===== src/design/i2c_master_bit_sequencer_defines.svh =====
// Assertion macros shared by the sequencer modules.
// Each macro expects clk and arst_n in the scope where it is used.
`ifndef I2C_MASTER_BIT_SEQUENCER_DEFINES_SVH
`define I2C_MASTER_BIT_SEQUENCER_DEFINES_SVH

// Same-cycle implication, checked out of reset.
`define I2CMS_ASSERT_NOW(label, ante, cons, msg) \
	label: assert property (@(posedge clk) disable iff (!arst_n) (ante) |-> (cons)) \
		else $error(msg);

// Next-cycle implication, checked out of reset.
`define I2CMS_ASSERT_NEXT(label, ante, cons, msg) \
	label: assert property (@(posedge clk) disable iff (!arst_n) (ante) |=> (cons)) \
		else $error(msg);

`endif


===== src/design/i2cms_pkg.sv =====
`timescale 1ns / 1ps

package i2cms_pkg;

	// Bus command codes; code 7 carries no meaning and is dropped.
	typedef enum logic [2:0] {
		OP_START = 3'd0,
		OP_STOP  = 3'd1,
		OP_ACK   = 3'd2,
		OP_NACK  = 3'd3,
		OP_WAIT  = 3'd4,
		OP_WRITE = 3'd5,
		OP_READ  = 3'd6
	} op_t;

	localparam int unsigned QUEUE_DEPTH_DEF = 2;
	localparam logic [2:0]  LAST_BIT        = 3'd7;

	// Classified command handed from front to back.
	// data: write byte, masked read byte, or ack flag in bit 0 for wait ack.
	typedef struct packed {
		op_t        op;
		logic [7:0] data;
		logic       sda_hold;
	} cmd_t;

	// Phases per bit group (write and read repeat their group eight times).
	function automatic logic [2:0] group_len(input op_t op);
		logic [2:0] len;
		len = 3'd2;
		unique case (op)
			OP_START, OP_STOP:         len = 3'd2;
			OP_ACK:                    len = 3'd5;
			OP_NACK, OP_WAIT, OP_READ: len = 3'd3;
			OP_WRITE:                  len = 3'd4;
			default:                   len = 3'd2;
		endcase
		return len;
	endfunction

	// Drive levels {scl, sda} for one phase.
	function automatic logic [1:0] phase_levels(input op_t op, input logic [2:0] step,
			input logic bitval);
		logic [1:0] lv;
		lv = 2'b00;
		unique case (op)
			OP_START: lv = (step == 3'd0) ? 2'b11 : 2'b10;
			OP_STOP:  lv = (step == 3'd0) ? 2'b10 : 2'b11;
			OP_ACK: begin
				case (step)
					3'd0:    lv = 2'b01;
					3'd1:    lv = 2'b00;
					3'd2:    lv = 2'b10;
					3'd3:    lv = 2'b00;
					default: lv = 2'b01;
				endcase
			end
			OP_NACK, OP_WAIT: lv = (step == 3'd1) ? 2'b11 : 2'b01;
			OP_WRITE: begin
				case (step)
					3'd0:    lv = 2'b00;
					3'd2:    lv = {1'b1, bitval};
					default: lv = {1'b0, bitval};
				endcase
			end
			OP_READ: lv = {(step == 3'd1), bitval};
			default: lv = 2'b00;
		endcase
		return lv;
	endfunction

endpackage


===== src/design/i2cms_front.sv =====
`timescale 1ns / 1ps
`include "i2c_master_bit_sequencer_defines.svh"

module i2cms_front (
	input  logic                clk,
	input  logic                arst_n,
	input  logic                in_valid,
	output logic                in_stall,
	input  logic [2:0]          opcode,
	input  logic [7:0]          write_byte,
	input  logic [7:0]          response_bits,
	input  logic                q_full,
	output logic                push,
	output i2cms_pkg::cmd_t     push_cmd
);

	logic sda_pred_q;
	logic known_op;
	logic sda_next;
	i2cms_pkg::op_t op;

	assign op       = i2cms_pkg::op_t'(opcode);
	assign in_stall = q_full;

	// Classify the command and predict the SDA drive it leaves behind.
	always_comb begin
		known_op          = 1'b1;
		sda_next          = sda_pred_q;
		push_cmd.op       = op;
		push_cmd.data     = 8'h00;
		push_cmd.sda_hold = sda_pred_q;
		unique case (op)
			i2cms_pkg::OP_START: sda_next = 1'b0;
			i2cms_pkg::OP_STOP, i2cms_pkg::OP_ACK, i2cms_pkg::OP_NACK: sda_next = 1'b1;
			i2cms_pkg::OP_WAIT: begin
				sda_next      = 1'b1;
				push_cmd.data = {7'b0, ~response_bits[0]};
			end
			i2cms_pkg::OP_WRITE: begin
				sda_next      = write_byte[0];
				push_cmd.data = write_byte;
			end
			i2cms_pkg::OP_READ: push_cmd.data = response_bits & {8{sda_pred_q}};
			default: known_op = 1'b0;
		endcase
	end

	assign push = in_valid && !q_full && known_op;

	// Track SDA drive as of the end of the last queued command.
	always_ff @(posedge clk or negedge arst_n) begin
		if (!arst_n) begin
			sda_pred_q <= 1'b0;
		end else if (push) begin
			sda_pred_q <= sda_next;
		end
	end

	`I2CMS_ASSERT_NEXT(a_write_sda, push && (op == i2cms_pkg::OP_WRITE), sda_pred_q == $past(write_byte[0]), "front: SDA prediction after write wrong")

endmodule


===== src/design/i2cms_queue.sv =====
`timescale 1ns / 1ps
`include "i2c_master_bit_sequencer_defines.svh"

module i2cms_queue #(
	parameter int unsigned DEPTH = i2cms_pkg::QUEUE_DEPTH_DEF
) (
	input  logic            clk,
	input  logic            arst_n,
	input  logic            push,
	input  i2cms_pkg::cmd_t push_cmd,
	input  logic            pop,
	output logic            full,
	output logic            head_valid,
	output i2cms_pkg::cmd_t head
);

	localparam int unsigned PTR_W = (DEPTH > 1) ? $clog2(DEPTH) : 1;
	localparam int unsigned CNT_W = $clog2(DEPTH + 1);

	i2cms_pkg::cmd_t    mem_q [DEPTH];
	logic [PTR_W-1:0]   wr_ptr_q;
	logic [PTR_W-1:0]   rd_ptr_q;
	logic [CNT_W-1:0]   count_q;

	assign full       = (count_q == CNT_W'(DEPTH));
	assign head_valid = (count_q != '0);
	assign head       = mem_q[rd_ptr_q];

	// Store entries.
	always_ff @(posedge clk) begin
		if (push) begin
			mem_q[wr_ptr_q] <= push_cmd;
		end
	end

	// Advance pointers and occupancy.
	always_ff @(posedge clk or negedge arst_n) begin
		if (!arst_n) begin
			wr_ptr_q <= '0;
			rd_ptr_q <= '0;
			count_q  <= '0;
		end else begin
			if (push) begin
				wr_ptr_q <= (wr_ptr_q == PTR_W'(DEPTH - 1)) ? '0 : wr_ptr_q + 1'b1;
			end
			if (pop) begin
				rd_ptr_q <= (rd_ptr_q == PTR_W'(DEPTH - 1)) ? '0 : rd_ptr_q + 1'b1;
			end
			if (push && !pop) begin
				count_q <= count_q + 1'b1;
			end else if (pop && !push) begin
				count_q <= count_q - 1'b1;
			end
		end
	end

	`I2CMS_ASSERT_NOW(a_no_underflow, pop, count_q != '0, "queue: pop while empty")
	`I2CMS_ASSERT_NOW(a_no_overflow, push, !full, "queue: push while full")

endmodule


===== src/design/i2cms_back.sv =====
`timescale 1ns / 1ps
`include "i2c_master_bit_sequencer_defines.svh"

module i2cms_back (
	input  logic            clk,
	input  logic            arst_n,
	input  logic            head_valid,
	input  i2cms_pkg::cmd_t head,
	output logic            pop,
	output logic            out_valid,
	input  logic            out_stall,
	output logic            scl_level,
	output logic            sda_level,
	output logic            last_phase,
	output logic [7:0]      read_data,
	output logic            ack_seen
);

	logic [2:0] step_q;
	logic [2:0] bit_q;
	logic       out_valid_q;
	logic       scl_q;
	logic       sda_q;
	logic       last_q;
	logic [7:0] rdata_q;
	logic       ack_q;

	logic       advance;
	logic       multi;
	logic       last_step;
	logic       last;
	logic       bitval;
	logic [2:0] len;
	logic [1:0] lv;

	// Decode the current phase of the head command.
	always_comb begin
		len       = i2cms_pkg::group_len(head.op);
		multi     = (head.op == i2cms_pkg::OP_WRITE) || (head.op == i2cms_pkg::OP_READ);
		last_step = (step_q == len - 3'd1);
		last      = last_step && (!multi || (bit_q == i2cms_pkg::LAST_BIT));
		bitval    = (head.op == i2cms_pkg::OP_WRITE) ? head.data[3'd7 - bit_q]
				: head.sda_hold;
		lv        = i2cms_pkg::phase_levels(head.op, step_q, bitval);
	end

	assign advance = head_valid && (!out_valid_q || !out_stall);
	assign pop     = advance && last;

	// Step through phases and bit groups.
	always_ff @(posedge clk or negedge arst_n) begin
		if (!arst_n) begin
			step_q <= '0;
			bit_q  <= '0;
		end else if (advance) begin
			if (last) begin
				step_q <= '0;
				bit_q  <= '0;
			end else if (last_step) begin
				step_q <= '0;
				bit_q  <= bit_q + 3'd1;
			end else begin
				step_q <= step_q + 3'd1;
			end
		end
	end

	// Hold the output transaction until it is taken.
	always_ff @(posedge clk or negedge arst_n) begin
		if (!arst_n) begin
			out_valid_q <= 1'b0;
		end else if (advance) begin
			out_valid_q <= 1'b1;
		end else if (!out_stall) begin
			out_valid_q <= 1'b0;
		end
	end

	always_ff @(posedge clk) begin
		if (advance) begin
			scl_q   <= lv[1];
			sda_q   <= lv[0];
			last_q  <= last;
			rdata_q <= (last && (head.op == i2cms_pkg::OP_READ)) ? head.data : 8'h00;
			ack_q   <= last && (head.op == i2cms_pkg::OP_WAIT) && head.data[0];
		end
	end

	assign out_valid  = out_valid_q;
	assign scl_level  = scl_q;
	assign sda_level  = sda_q;
	assign last_phase = last_q;
	assign read_data  = rdata_q;
	assign ack_seen   = ack_q;

	`I2CMS_ASSERT_NOW(a_step_in_range, head_valid, step_q < len, "back: phase step past group length")
	`I2CMS_ASSERT_NOW(a_bits_only_multi, head_valid && (bit_q != 3'd0), multi, "back: bit count on single-group command")

endmodule


===== src/design/i2c_master_bit_sequencer.sv =====
`timescale 1ns / 1ps
// I2C master bit sequencer.
// Input channel (in_valid / in_stall): one bus command per transaction with
// opcode, write_byte and response_bits. Opcode 7 is accepted and dropped.
// Output channel (out_valid / out_stall): one phase per transaction with the
// SCL and SDA drive levels; last_phase marks the final phase of a command,
// which also carries read_data (read byte) or ack_seen (wait ack).
// A command expands to 2 (start, stop), 5 (ack), 3 (nack, wait ack),
// 24 (read) or 32 (write) phases, emitted by the phase counter in the back
// end at one phase per cycle unless out_stall holds it. The first phase of
// a command passes the queue entry and then the back-end output registers.
// Commands are classified and queued (QUEUE_DEPTH entries), so new commands
// are taken while earlier ones are still being emitted; in_stall rises only
// when the queue is full. When out_stall is high the current phase holds and
// the back end pauses; the front keeps filling the queue.
// Reset clears the queue, the phase counters and the output valid, and sets
// the tracked SDA drive low.

module i2c_master_bit_sequencer #(
	parameter int unsigned QUEUE_DEPTH = i2cms_pkg::QUEUE_DEPTH_DEF
) (
	input  logic       clk,
	input  logic       arst_n,
	input  logic       in_valid,
	output logic       in_stall,
	input  logic [2:0] opcode,
	input  logic [7:0] write_byte,
	input  logic [7:0] response_bits,
	output logic       out_valid,
	input  logic       out_stall,
	output logic       scl_level,
	output logic       sda_level,
	output logic       last_phase,
	output logic [7:0] read_data,
	output logic       ack_seen
);

	logic            push;
	logic            pop;
	logic            q_full;
	logic            head_valid;
	i2cms_pkg::cmd_t push_cmd;
	i2cms_pkg::cmd_t head;

	i2cms_front u_front (
		.clk           (clk),
		.arst_n        (arst_n),
		.in_valid      (in_valid),
		.in_stall      (in_stall),
		.opcode        (opcode),
		.write_byte    (write_byte),
		.response_bits (response_bits),
		.q_full        (q_full),
		.push          (push),
		.push_cmd      (push_cmd)
	);

	i2cms_queue #(
		.DEPTH (QUEUE_DEPTH)
	) u_queue (
		.clk        (clk),
		.arst_n     (arst_n),
		.push       (push),
		.push_cmd   (push_cmd),
		.pop        (pop),
		.full       (q_full),
		.head_valid (head_valid),
		.head       (head)
	);

	i2cms_back u_back (
		.clk        (clk),
		.arst_n     (arst_n),
		.head_valid (head_valid),
		.head       (head),
		.pop        (pop),
		.out_valid  (out_valid),
		.out_stall  (out_stall),
		.scl_level  (scl_level),
		.sda_level  (sda_level),
		.last_phase (last_phase),
		.read_data  (read_data),
		.ack_seen   (ack_seen)
	);

endmodule


===== config.mk =====
export PLATFORM = sky130hd
export DESIGN_NAME = i2c_master_bit_sequencer
export DESIGN_NICKNAME = d
export VERILOG_FILES = /design/src/design/i2cms_pkg.sv /design/src/design/i2cms_front.sv /design/src/design/i2cms_queue.sv /design/src/design/i2cms_back.sv /design/src/design/i2c_master_bit_sequencer.sv
export VERILOG_INCLUDE_DIRS = /design/src /design/src/design
export SDC_FILE = /design/constraint.sdc
export NUM_CORES = 1
export LEC_CHECK = 0
export BUFFER_PORTS_ARGS = -buffer_cell sky130_fd_sc_hd__clkbuf_2
export CAP_MARGIN = 10
export CORE_MARGIN = 2
export CORE_UTILIZATION = 42
export CTS_CLUSTER_SIZE = 12
export DETAILED_ROUTE_END_ITERATION = 6
export PLACE_DENSITY_LB_ADDON = 0.25
export SLEW_MARGIN = 25
export SYNTH_ARGS = -nofsm -noshare
export SYNTH_HDL_FRONTEND = slang
export SYNTH_SLANG_ARGS = --single-unit

===== constraint.sdc =====
create_clock -name clk -period 2.39 [get_ports clk]
set_clock_uncertainty 0.15 [all_clocks]
set_input_delay 0.1195 -clock clk [delete_from_list [all_inputs] [get_ports clk]]
set_output_delay 0.1195 -clock clk [all_outputs]
set_load 0.01 [all_outputs]

# Word-level counts from Yosys, hierarchy flattened

Memories as Yosys holds them, arrays and structs flattened.
Index checks and enable logic that the tools add are counted.

Register bits: 24
RAM bits: 24
Input bits: 23
Output and inout bits: 14
Logic and storage cells: 101
Memories kept: 1

Add/sub/neg operators: 8
Order comparisons: 1
Equality and inequality tests: 19
Multiplexer cells: 25
Bitwise operators: 2
Reduce and logical (&&, ||, !) cells: 33

Memory list:

| memory        | depth | bits a word | rd ports | clocked after memory_dff | write ports | RTL line          | source |
|---|---|---|---|---|---|---|---|
| u_queue.mem_q | 2     | 12          | 1        | 0                        | 1           | i2cms_queue.sv:20 | `i2cms_pkg::cmd_t mem_q [DEPTH];` |

Operators by type and width:

| operator                                                             | count |
|---|---|
| 8-bit one-hot mux with 3 select lines                                | 1 |
| 3-bit == test, second input constant                                 | 7 |
| 3-bit by 2-bit == test with 1-bit output, second input constant      | 6 |
| 3-bit two-way mux                                                    | 4 |
| 2-bit one-hot mux with 6 select lines                                | 1 |
| 1-bit two-way mux                                                    | 11 |
| 1-bit logical AND                                                    | 10 |
| 3-bit by 1-bit == test with 1-bit output, second input constant      | 3 |
| 3-bit logical NOT                                                    | 3 |
| 3-bit one-hot mux with 3 select lines                                | 1 |
| 8-bit bitwise AND                                                    | 1 |
| 2-bit one-hot mux with 2 select lines                                | 2 |
| 7-bit OR reduction                                                   | 1 |
| 3-bit by 1-bit adder with 3-bit output, second input constant        | 2 |
| 1-bit logical NOT                                                    | 6 |
| 2-bit two-way mux                                                    | 3 |
| 2-bit nonzero test                                                   | 3 |
| 3-bit by 4-bit < comparator with 1-bit output, second input constant | 1 |
| 2-bit AND reduction                                                  | 2 |
| 2-bit OR reduction                                                   | 2 |
| 4-bit OR reduction                                                   | 1 |
| 1-bit binary-select mux with 3-bit select                            | 1 |
| 3-bit == test                                                        | 1 |
| 1-bit logical OR                                                     | 3 |
| 11 further kinds                                                     | 12 |

# Longest topological paths before layout

An unclocked memory read counts as a cell.

Depth in word-level cells: 11
Mapped depth: 10
Depth with buffers taken out: 9

# By module

A second synthesis with hierarchy kept.

Cell total of the unflattened synthesis: 205
Area total of the unflattened synthesis: 2,618.8 um^2

By module, submodules not included:

| module      | instances | cells each | area an instance (um^2) | sequential area each (um^2) |
|---|---|---|---|---|
| i2cms_back  | 1         | 115        | 1,204.9                 | 535.5 |
| i2cms_queue | 1         | 53         | 1,089.8                 | 820.8 |
| i2cms_front | 1         | 37         | 324.1                   | 25.0 |

# Least setup slack after synthesis

OpenSTA, ideal clock, no wires.

Path type: register -> register
Start point: register u_queue.rd_ptr_q
End point: register u_queue.count_q[1]
Library setup time: 80 ps
Arrival: 2,177 ps
Required time: 2,160 ps
Setup slack: -17 ps
Stages on the path, launching flop included: 11
Path buffers: 1
Clock period less this slack: 2,407 ps
Cell sequence: dfrtp_1 > buf_6 > mux2_2 > nor4_1 > a41oi_1 > a31oi_4 > o211ai_1 > ha_1 > xor2_1 > nor2_1 > xnor2_1

Cells in the longest elaborated chain, start to end: 11
Elaborated cells on any way between the ends: 20
Those cells by class: 1 x add/sub; 6 x eq/ne; 2 x mux; 10 x reduce/logical; 1 x memory

Ends and longest elaborated chain:

| item                                                             | RTL line          | source |
|---|---|---|
| start, declared                                                  | i2cms_queue.sv:22 | `logic [PTR_W-1:0] rd_ptr_q;` |
| start signal, assigned                                           | i2cms_queue.sv:47 | `rd_ptr_q <= (rd_ptr_q == PTR_W'(DEPTH - 1)) ? '0 : rd_ptr_q + 1'b1;` |
| memory read 2 x 12 bit (*)                                       | n/a               |  |
| 3-bit by 2-bit == test with 1-bit output (tied with other cells) | i2cms_pkg.sv:31   | `unique case (op)` |
| 3-bit OR reduction                                               | i2cms_pkg.sv:31   |  |
| 3-bit one-hot mux with 3 select lines                            | i2cms_pkg.sv:31   |  |
| 3-bit by 1-bit subtractor with 3-bit output                      | i2cms_back.sv:40  | `last_step = (step_q == len - 3'd1);` |
| 3-bit == test                                                    | i2cms_back.sv:40  |  |
| 1-bit logical AND (*)                                            | i2cms_back.sv:41  | `last = last_step && (!multi \|\| (bit_q == i2cms_pkg::LAST_BIT));` |
| 1-bit logical AND (*)                                            | i2cms_back.sv:48  | `assign pop = advance && last;` |
| 1-bit logical NOT                                                | i2cms_queue.sv:49 | `if (push && !pop) begin` |
| 1-bit logical AND                                                | i2cms_queue.sv:49 |  |
| 2-bit two-way mux or 2-bit nonzero test (tied branches)          | n/a               |  |
| end signal, assigned                                             | i2cms_queue.sv:50 | `count_q <= count_q + 1'b1;` |
| end signal, assigned                                             | i2cms_queue.sv:52 | `count_q <= count_q - 1'b1;` |
| end, declared                                                    | i2cms_queue.sv:23 | `logic [CNT_W-1:0] count_q;` |

Every way passes the cells marked *; elsewhere a longest branch is shown, timed or not.
A chain may end at the register's enable or synchronous reset.

# Worst setup path in the final report

Same ends and word-level chain as after synthesis.

==> run_results.csv <==
group,metric,value,unit
global_route,grt_pass1_vias,1599,
sta,period_needed,2350,ps
worst_setup_path,r2r_cells,10,
logic_synthesis,ys_ff_latch,48,
placement,place.gp.congestion,0.831,
logic_synthesis,synth_top_family_by_area,"multiplexers",
worst_setup_path,rrSetupSlack,40,ps
job,drv_cap,0,
cells_and_area,mostFrequentLayoutCells,"clkbuf_2 (36), edfxtp_1 (36), nor2_1 (20), buf_4 (20), nand2_1 (17)",
placement,dp.cells,310,
placement,io_buffers,36,
sta,slew_headroom,69.7,%
placement,dpl_worst_slack,-11.6,ps
route,drc,0,
worst_setup_path,critPathKind,"reg2reg",
cells_and_area,layout.nets,283,
die,die_h,80.3,um
worst_setup_path,worstPathMaxFanout,10,
logic_synthesis,postSynthCellCount,188,
logic_synthesis,synthAdderAreaFrac,4.10,%
logic_synthesis,ys_seq_area_share,56.5,%
power,power.switching,1.21,mW
global_route,grt_use_total,15.2,%
worst_hold_path,hp-class,"in2reg",
sta,setup_violations,0,
logic_synthesis,synth_area,0.00244,mm^2
cells_and_area,area_growth,26.5,%
logic_synthesis,synthMuxAreaShare,13.7,%
route,num_vias,1643,
sta,max_freq,0.425,GHz
logic_synthesis,synth_xor_area_share,1.79,%
route,wl,4.24,mm
clocking,cts_tree,"yes",
global_route,grt_max_degree,17,
clocking,clk_path_buf_depth,2,
die,initial_core_util,43.8,%
power,power.internal,2.43,mW
outcome,status,"finished clean",
worst_setup_path,startpoint_type,"register",
worst_setup_path,timing.rr.start,"u_queue.rd_ptr_q",
power,clockPowerShare,18.9,%
route,routedWlPerCell,13.1,um
worst_setup_path,critPathCapture,"u_queue.count_q[1]",
power,leakage,1.26,nW
placement,hpwl,3.33,mm
placement,placedInstanceArea,0.00286,mm^2
die,row_count,27,
route,firstDrtPassIters,4,
route,ant_nets,0,
cells_and_area,final-instance-count-excl-fill,325,
clocking,cts_sinks,48,
sta,tightest_slew,453,ps
worst_setup_path,required,2470,ps
logic_synthesis,synth_compound_area_share,9.88,%
logic_synthesis,yosys_warnings,0,
logic_synthesis,synth-edff-count,36,
power,worst_ir_drop_vdd,0.000515,V
clocking,numCtsBuffers,5,
clocking,cts.htree.levels,2,
die,core,0.00557,mm^2
power,finalPower,3.65,mW
logic_synthesis,synthArstFlopShare,25.0,%
cells_and_area,fillers,479,
route,vias_per_cell,5.06,
clocking,clock_latency,300,ps
die,dieArea,0.00644,mm^2
worst_setup_path,startpoint,"u_queue.rd_ptr_q",
global_route,grt_pass1_wl,7.50,mm
clocking,clk_pin_slew,80,ps
power,netSwitchingFraction,33.3,%
logic_synthesis,syn_nets,219,
power,pwr-share-seq,37.3,%
sta,fin_tns_setup,0,ps
cells_and_area,post-route-util,55.4,%
worst_setup_path,cp.arrival,2430,ps
die,fp.dieW,80.3,um
cells_and_area,drive_gt1_share,34.8,%
worst_setup_path,r2r_end,"u_queue.count_q[1]",
worst_setup_path,end_kind,"register",
logic_synthesis,syn-mean-instance-area,13.0,um^2
die,io_pins,37,
power,p_per_area,1180,mW/mm^2
cells_and_area,design_area,0.00309,mm^2
sta,layout_setup_ws,37.5,ps
global_route,antenna_found_initial,0,
sta,finalCritPeriodShare,98.4,%
route,dr.first_iter.drc_count,53,
sta,rsz0062_at_grt,"true",
global_route,grt_overflow,0,
clocking,cts_root_buf,"clkbuf_8",
logic_synthesis,ys_types,44,
power,pwr-share-comb,43.8,%
sta,fin_hold_ws,39.9,ps
cells_and_area,diodes,0,
logic_synthesis,ys.flop_type,"edfxtp_1",
sta,final_hold_viol_count,0,
logic_synthesis,synth-simple-area-share,11.7,%
sta,slew_violations,0,
Yosys cell counts, drive strengths merged, types with 2 or more instances:
library cell   n  area share, %
mux2           4            2.2
inv            8            1.2
ha             8            4.1
nand3          3           0.61
o211ai         2           0.82
mux4           5            4.6
nor2b          9            2.3
mux2i         14            6.9
nor2          21            3.2
xnor2          3            1.1
edfxtp        36             44
xor2           2           0.72
a31oi          2            1.1
o22ai          2           0.51
dfrtp         12             12
a22oi          8            2.5
a21oi          2           0.41
clkbuf         3           0.46
and2           3           0.77
buf            2           0.67
nand2         17            2.6
o21ai          7            1.6
worst max-delay path, cell delays in order (launching register included):
cell and delay (ps):
dfrtp_1 400, buf_12 160, mux2_4 270, nand3_1 100, a211o_1 330, a31oi_4 170, o211ai_1 130, ha_2 200
xor2_1 140, nor2_1 120, xnor2_1 120
what timing repair did:
item | 4_1_cts | 5_1_grt
resized for setup | 1 | 3
endpoints found under the setup margin | 1 | 5
hold endpoints to repair | 17 | 0
cloned | 0 | 0
hold buffers | 4 | 0
buffers inserted | 2 | 1
state kept, by name (all words and copies together), names as in the netlist:
name	flops
u_queue.mem_q	24
u_front.sda_pred_q	1
u_back.sda_level	1
u_queue.wr_ptr_q	1
u_queue.rd_ptr_q	1
u_back.scl_level	1
u_back.bit_q	3
u_back.last_phase	1
u_back.step_q	3
u_back.ack_seen	1
u_queue.count_q	2
u_back.read_data	8
u_back.out_valid	1
metal layers:
metal | global-route usage, % | routed length (um) | vias to the layer above
met5 | 0 | 0 | -
met4 | 5.42 | 68 | 0
met2 | 23.3 | 1970 | 35
met1 | 20.7 | 2030 | 772
li1 | - | - | 828
met3 | 4.16 | 169 | 8
final cells by class:
class	count	area, um^2	area share (%)
flip-flops and latches	48	1380	44.7
multi-input cells	127	1040	33.7
repair buffers	62	410	13.3
well taps	72	90.1	2.91
clock buffers	5	68.8	2.23
clock inverters	3	68.8	2.23
inverters	8	30.0	0.972
cell families (layout without fill, tap and decap cells):
family          count (synthesis)  count (layout)
mux                            23              23
flops                          48              48
buf+inv                        13              78
simple gates                   60              60
xor+xnor                        5               5
fa+ha+maj                       8               8
compound gates                 31              31
power groups by stage:
| stage | registers (mW) | clock network, mW | logic [mW] |
|---|---|---|---|
| floorplan | 1.41 | 0 | 0.964 |
| global route | 1.40 | 0.744 | 1.76 |
| detailed placement | 1.38 | 0 | 1.51 |
| CTS | 1.36 | 0.704 | 1.59 |
| global placement | 1.38 | 0 | 1.50 |
| finish | 1.36 | 0.689 | 1.60 |
how the worst min path moves through the flow:
stage / from / end / depth (start not counted)
6_report: opcode[2] / u_queue.mem_q[0][11] / 1
3_3_place_gp: arst_n / u_back.step_q[2] / 1
2_1_floorplan: arst_n / u_back.bit_q[0] / 0
5_1_grt: opcode[2] / u_queue.mem_q[1][11] / 1
3_5_place_dp: arst_n / u_back.step_q[2] / 1
4_1_cts: opcode[2] / u_queue.mem_q[1][11] / 1
(Power assumes the default switching activity.)
